## src/rtl/sor_pkg.sv

```systemverilog
// Package for the SOR linear solver: widths, function codes, status codes
// and the shared request/response types of the arithmetic unit.
// No dependencies.
`default_nettype none
package sor_pkg;
  localparam int MaxUnknowns = 8;
  localparam int IdxBits = 3;
  localparam int ValueBits = 32;

  typedef enum logic [1:0] {
    FuncLoadCoef = 2'd0,
    FuncLoadRhs = 2'd1,
    FuncLoadGuess = 2'd2,
    FuncSolve = 2'd3
  } func_e;

  typedef enum logic [1:0] {
    StatConverged = 2'd0,
    StatCapReached = 2'd1,
    StatZeroDiag = 2'd2
  } status_e;

  localparam logic [1:0] RegSize = 2'd0;
  localparam logic [1:0] RegTol = 2'd1;
  localparam logic [1:0] RegRelax = 2'd2;
  localparam logic [1:0] RegCap = 2'd3;

  localparam logic signed [63:0] ResLim = 64'sd549755813887;
  localparam logic signed [31:0] VMax = 32'sh7fffffff;
  localparam logic signed [31:0] VMin = -32'sh7fffffff - 32'sd1;

  // divider request: dividend, divisor, start strobe
  typedef struct packed {
    logic start;
    logic signed [63:0] num;
    logic signed [31:0] den;
  } div_req_t;

  typedef struct packed {
    logic done;
    logic signed [31:0] quot;
  } div_rsp_t;

  function automatic logic signed [31:0] sat32(input logic signed [65:0] v);
    if (v > 66'(VMax)) return VMax;
    if (v < 66'(VMin)) return VMin;
    return v[31:0];
  endfunction
endpackage
`default_nettype wire

```

## src/rtl/sor_div.sv

```systemverilog
// Sequential signed divider, one quotient bit per cycle, truncation toward
// zero, saturated to 32 bits. Depends on sor_pkg.
`default_nettype none
module sor_div (
  input  wire logic clk_i,
  input  wire logic rst_ni,
  input  wire sor_pkg::div_req_t req_i,
  output sor_pkg::div_rsp_t rsp_o
);
  import sor_pkg::*;

  logic        busy_q, busy_d;
  logic [6:0]  cnt_q, cnt_d;
  logic [63:0] rem_q, rem_d;
  logic [63:0] quo_q, quo_d;
  logic [31:0] dvd_q, dvd_d;
  logic        neg_q, neg_d;
  logic        done_q, done_d;
  logic signed [31:0] res_q, res_d;
  logic [64:0] trial;
  logic [63:0] rem_sh;
  logic signed [65:0] sq;

  always_comb begin
    busy_d = busy_q; cnt_d = cnt_q; rem_d = rem_q; quo_d = quo_q;
    dvd_d = dvd_q; neg_d = neg_q; done_d = 1'b0; res_d = res_q;
    rem_sh = {rem_q[62:0], quo_q[63]};
    trial = {1'b0, rem_sh} - {33'b0, dvd_q};
    sq = 66'sd0;
    if (req_i.start) begin
      busy_d = 1'b1;
      cnt_d = 7'd0;
      rem_d = '0;
      quo_d = req_i.num[63] ? 64'(-req_i.num) : 64'(req_i.num);
      dvd_d = req_i.den[31] ? 32'(-req_i.den) : 32'(req_i.den);
      neg_d = req_i.num[63] ^ req_i.den[31];
    end else if (busy_q) begin
      if (!trial[64]) begin
        rem_d = trial[63:0];
        quo_d = {quo_q[62:0], 1'b1};
      end else begin
        rem_d = rem_sh;
        quo_d = {quo_q[62:0], 1'b0};
      end
      cnt_d = cnt_q + 7'd1;
      if (cnt_q == 7'd63) begin
        busy_d = 1'b0;
        done_d = 1'b1;
        sq = neg_q ? -$signed({2'b0, quo_d}) : $signed({2'b0, quo_d});
        res_d = sat32(sq);
      end
    end
  end

  always_ff @(posedge clk_i or negedge rst_ni) begin
    if (!rst_ni) begin
      busy_q <= 1'b0; done_q <= 1'b0; cnt_q <= '0;
    end else begin
      busy_q <= busy_d; done_q <= done_d; cnt_q <= cnt_d;
    end
  end

  always_ff @(posedge clk_i) begin
    rem_q <= rem_d; quo_q <= quo_d; dvd_q <= dvd_d; neg_q <= neg_d;
    res_q <= res_d;
  end

  assign rsp_o = {done_q, res_q};

`ifndef SYNTHESIS
  a_done_pulse: assert property (@(posedge clk_i) disable iff (!rst_ni)
    done_q |=> !done_q) else $error("divider done held");
  a_done_after_busy: assert property (@(posedge clk_i) disable iff (!rst_ni)
    done_q |-> $past(busy_q)) else $error("done without busy");
  a_no_start_busy: assert property (@(posedge clk_i) disable iff (!rst_ni)
    $rose(busy_q) |-> cnt_q == 7'd0) else $error("bad divider start");
`endif
endmodule
`default_nettype wire

```

## config.mk

```make
export PLATFORM = sky130hd
export DESIGN_NAME = sor_div
export DESIGN_NICKNAME = d
export VERILOG_FILES = /design/src/rtl/sor_pkg.sv /design/src/rtl/sor_div.sv
export SDC_FILE = /design/constraint.sdc
export NUM_CORES = 1
export LEC_CHECK = 0
export ABC_AREA = 1
export BUFFER_PORTS_ARGS = -buffer_cell sky130_fd_sc_hd__buf_2
export CORE_UTILIZATION = 56
export DETAILED_ROUTE_END_ITERATION = 16
export PLACE_DENSITY = 0.74
export SYNTH_ARGS = -nofsm -noshare
export SYNTH_HDL_FRONTEND = slang
export SYNTH_SLANG_ARGS = --single-unit
```

## constraint.sdc

```tcl
create_clock -name clk_i -period 4.44 [get_ports clk_i]
set_input_delay 0.888 -clock clk_i [delete_from_list [all_inputs] [get_ports clk_i]]
set_output_delay 0.888 -clock clk_i [all_outputs]
set_load 0.01 [all_outputs]
```

==> results.md <==
* # hold bufs at CTS at 0
* Via/cell ratio at 5.69
* Max Cap Viol at 0
* Port Buf Inserts at 131
* Fin crit period at 4.29 ns
* Synthesized area per cell at 6.89 um^2
* Crit path largest cell delay at 0.37 ns
* Root buf cell: clkbuf_16
* Post-place setup slack at 0.206 ns
* Int Pwr at 5.36 mW
* Total grt overflow at 0
* Clock skew at 0.0221 ns
* Part of the power in combinational logic at 45.6%
* CTS Buffer Depth at 3
* Syn Inst Count at 2284
* Yosys warnings at 0
* PwrDens at 520 mW/mm^2
* Initial core utilization at 57.7%
* Endpoints failing setup at 0
* Relative slew slack at 35.9%
* Clock Latency Late Sink at 0.53 ns
* Crit path DAT at 4.57 ns
* Final Core Density at 65.7%
* Drt drc at 0
* TritonCTS Buffers at 23
* Pins Over Slew Limit at 0
* Total GRT Usage at 34.3%
* Critical Path RT at 4.72 ns
* Hold Violations, Final at 0
* Post-synth EDFFs at 129
* HPWL Detailed at 38200 um
* Pin count of the biggest net entering global routing at 78
* CP startpoint kind: register
* Clock slew seen by the registers of the worst setup and hold paths at 0.06 ns
* Critical path buffers and inverters at 4
* Fmax at 0.233 GHz
* Placed instance count at 2743
* Sw power at 3.94 mW
* Synthesized Nets at 2420
* Final cell count without fillers at 2800
* Sink Count at 201
* First-pass GRT wire length at 77300 um
* Synth Flop Type: edfxtp_1
* Peak supply drop at 397 uV
* Clock Power Share at 24.5%
* Type of the most critical hold path: in -> async
* Yosys cell types at 59
* Most used cell, CP: nand2_1
* 1st-pass router iterations at 6
* H-tree Lvls at 1
* Crit share post-route at 96.6%
* Post-route cell area at 0.0179 mm^2
* Status: complete, no violations
* Via count at 15942
* Tot Pwr at 9.30 mW
* Iteration-0 DRC Markers at 1915
* Core area at 0.0273 mm^2
* Share of layout cells above drive strength 1 at 11.4%
* Setup ws final at 0.152 ns
* Die Y at 170 um
* Initial antenna violation count at 3
* Setup TNS Final at 0 ns
* Register area share after synthesis at 34.1%
* Die area at 0.0288 mm^2
* Worst setup path class: reg -> reg
* Leak pwr at 7.96 nW
* CP max stage cell: edfxtp_1
* # rows at 60
* CTS tree: yes
* Slew @ Worst Pin at 0.960 ns
* CP top delay family: simple AND/OR/NAND/NOR gates
* GP Congestion at 1.02
* Routed wire length at 50100 um
* WL/cell at 17.9 um
* Boundary pin count at 132
* Area delta synth->final at 13.8%
* Die Wd at 170 um
* Final ANT Viol Nets at 0
* Post-Syn Area at 0.0157 mm^2
* Placed cell areas at 0.0167 mm^2
* Switching share of power at 42.4%
* Final nets at 2544
* Fraction of registers with async set/reset at 4.48%
* Crit Path Max Fanout at 8
* Number of synthesized register bits at 201
* Vias in the first global route at 14425
* WHS at 0.212 ns
* Reg power frac at 29.9%
* Crit. End Element: register
==> what timing repair did <==
item	in CTS	in global routing
endpoints found under the setup margin	0	31
buffers inserted	0	7
resized for setup	0	13
==> cell families after synthesis <==
family,after synthesis,synth area share [%]
AND/OR/NAND/NOR,1175,32.6
flip-flops,201,34.1
AO/OA/AOI/OAI,350,12.4
XOR/XNOR,161,8.97
adder cells (fa/ha/maj),37,2.99
buffers and inverters,360,8.91
==> final timing paths <==
path	from	to	slack (ns)	depth (start not counted)
max	quo_q[63]$_DFFE_PP_	res_q[18]$_SDFFCE_PN1P_	0.15	29
min	rst_ni	cnt_q[0]$_DFFE_PN0P_	0.21	1
max reg2reg	quo_q[63]$_DFFE_PP_	res_q[18]$_SDFFCE_PN1P_	0.15	29
min reg2reg	rem_q[62]$_SDFFE_PP0P_	rem_q[62]$_SDFFE_PP0P_	0.45	2
max in group asynchronous	rst_ni	cnt_q[5]$_DFFE_PN0P_	4.03	1
min in group clk_i	rem_q[62]$_SDFFE_PP0P_	rem_q[62]$_SDFFE_PP0P_	0.45	2
==> area by class of cell <==
| type | instances | area (um^2) |
|---|---|---|
| fillers | 2505 | 9360 |
| multi-input cells | 1723 | 9030 |
| flip-flops and latches | 201 | 5360 |
| inverters | 296 | 1110 |
| repair buffers | 163 | 1010 |
| clock buffers | 27 | 622 |
| well taps | 372 | 465 |
| clock inverters | 15 | 292 |
| diodes | 3 | 7.51 |
==> synth_stat cells, drive strengths merged (3+ instances only) <==
library cell,instances,area share (%)
nand2,558,14
nor2,332,8.5
inv,295,7.0
o21ai,180,5.8
edfxtp,129,25
nand3,118,4.0
xor2,111,6.2
a21oi,99,3.3
dfxtp,63,8.0
nor3,62,2.1
clkbuf,51,1.2
xnor2,50,2.8
nand4,48,2.1
ha,36,2.9
nor4,26,1.0
a31oi,21,0.84
nand3b,15,0.72
o211ai,14,0.67
buf,13,0.63
o31ai,12,0.60
or2,11,0.44
dfrtp,9,1.4
o21bai,6,0.36
o22ai,6,0.24
a32o,5,0.32
nor3b,3,0.14
==> layer usage <==
layer / share of wire, % / global-route usage (%) / routed length (um)
met5: 0 / 0 / 0
met4: 2.3 / 9.44 / 1170
met3: 9.1 / 4.76 / 4560
met2: 43 / 52.5 / 21700
met1: 45 / 50.2 / 22700
==> power groups by stage <==
| stage | clock [mW] | combinational (mW) | sequential (mW) |
|---|---|---|---|
| 2_1_floorplan | 0 | 3.12 | 2.67 |
| 3_3_place_gp | 0 | 4.03 | 2.78 |
| 3_5_place_dp | 0 | 4.07 | 2.79 |
| 4_1_cts | 2.30 | 4.11 | 2.76 |
| 5_1_grt | 2.36 | 4.75 | 2.82 |
| 6_report | 2.28 | 4.24 | 2.78 |
==> worst reg2reg max path, delay by kind of cell, from the launching register on <==
kind | cells | cell delay, ns
flip-flops | 1 | 0.37
AO/OA/AOI/OAI | 1 | 0.24
adder cells (fa/ha/maj) | 3 | 0.56
AND/OR/NAND/NOR | 21 | 2.35
buffers and inverters | 4 | 0.55
==> sequential cells by signal, summed over array words and instances (netlist names) <==
name	flops
quo_q	64
neg_q	1
busy_q	1
cnt_q	7
dvd_q	32
res_q	32
rem_q	63
done_q	1
==> placed cells by master (no fill, tap or decap), drive strengths merged, types with 50 or more instances in the layout <==
master	instances
edfxtp	129
inv	298
nor2	332
nand3	118
nor3	62
nand2	558
o21ai	180
dfxtp	63
xnor2	50
buf	160
xor2	111
a21oi	99
Note: power is estimated with default switching activity, not from simulation.
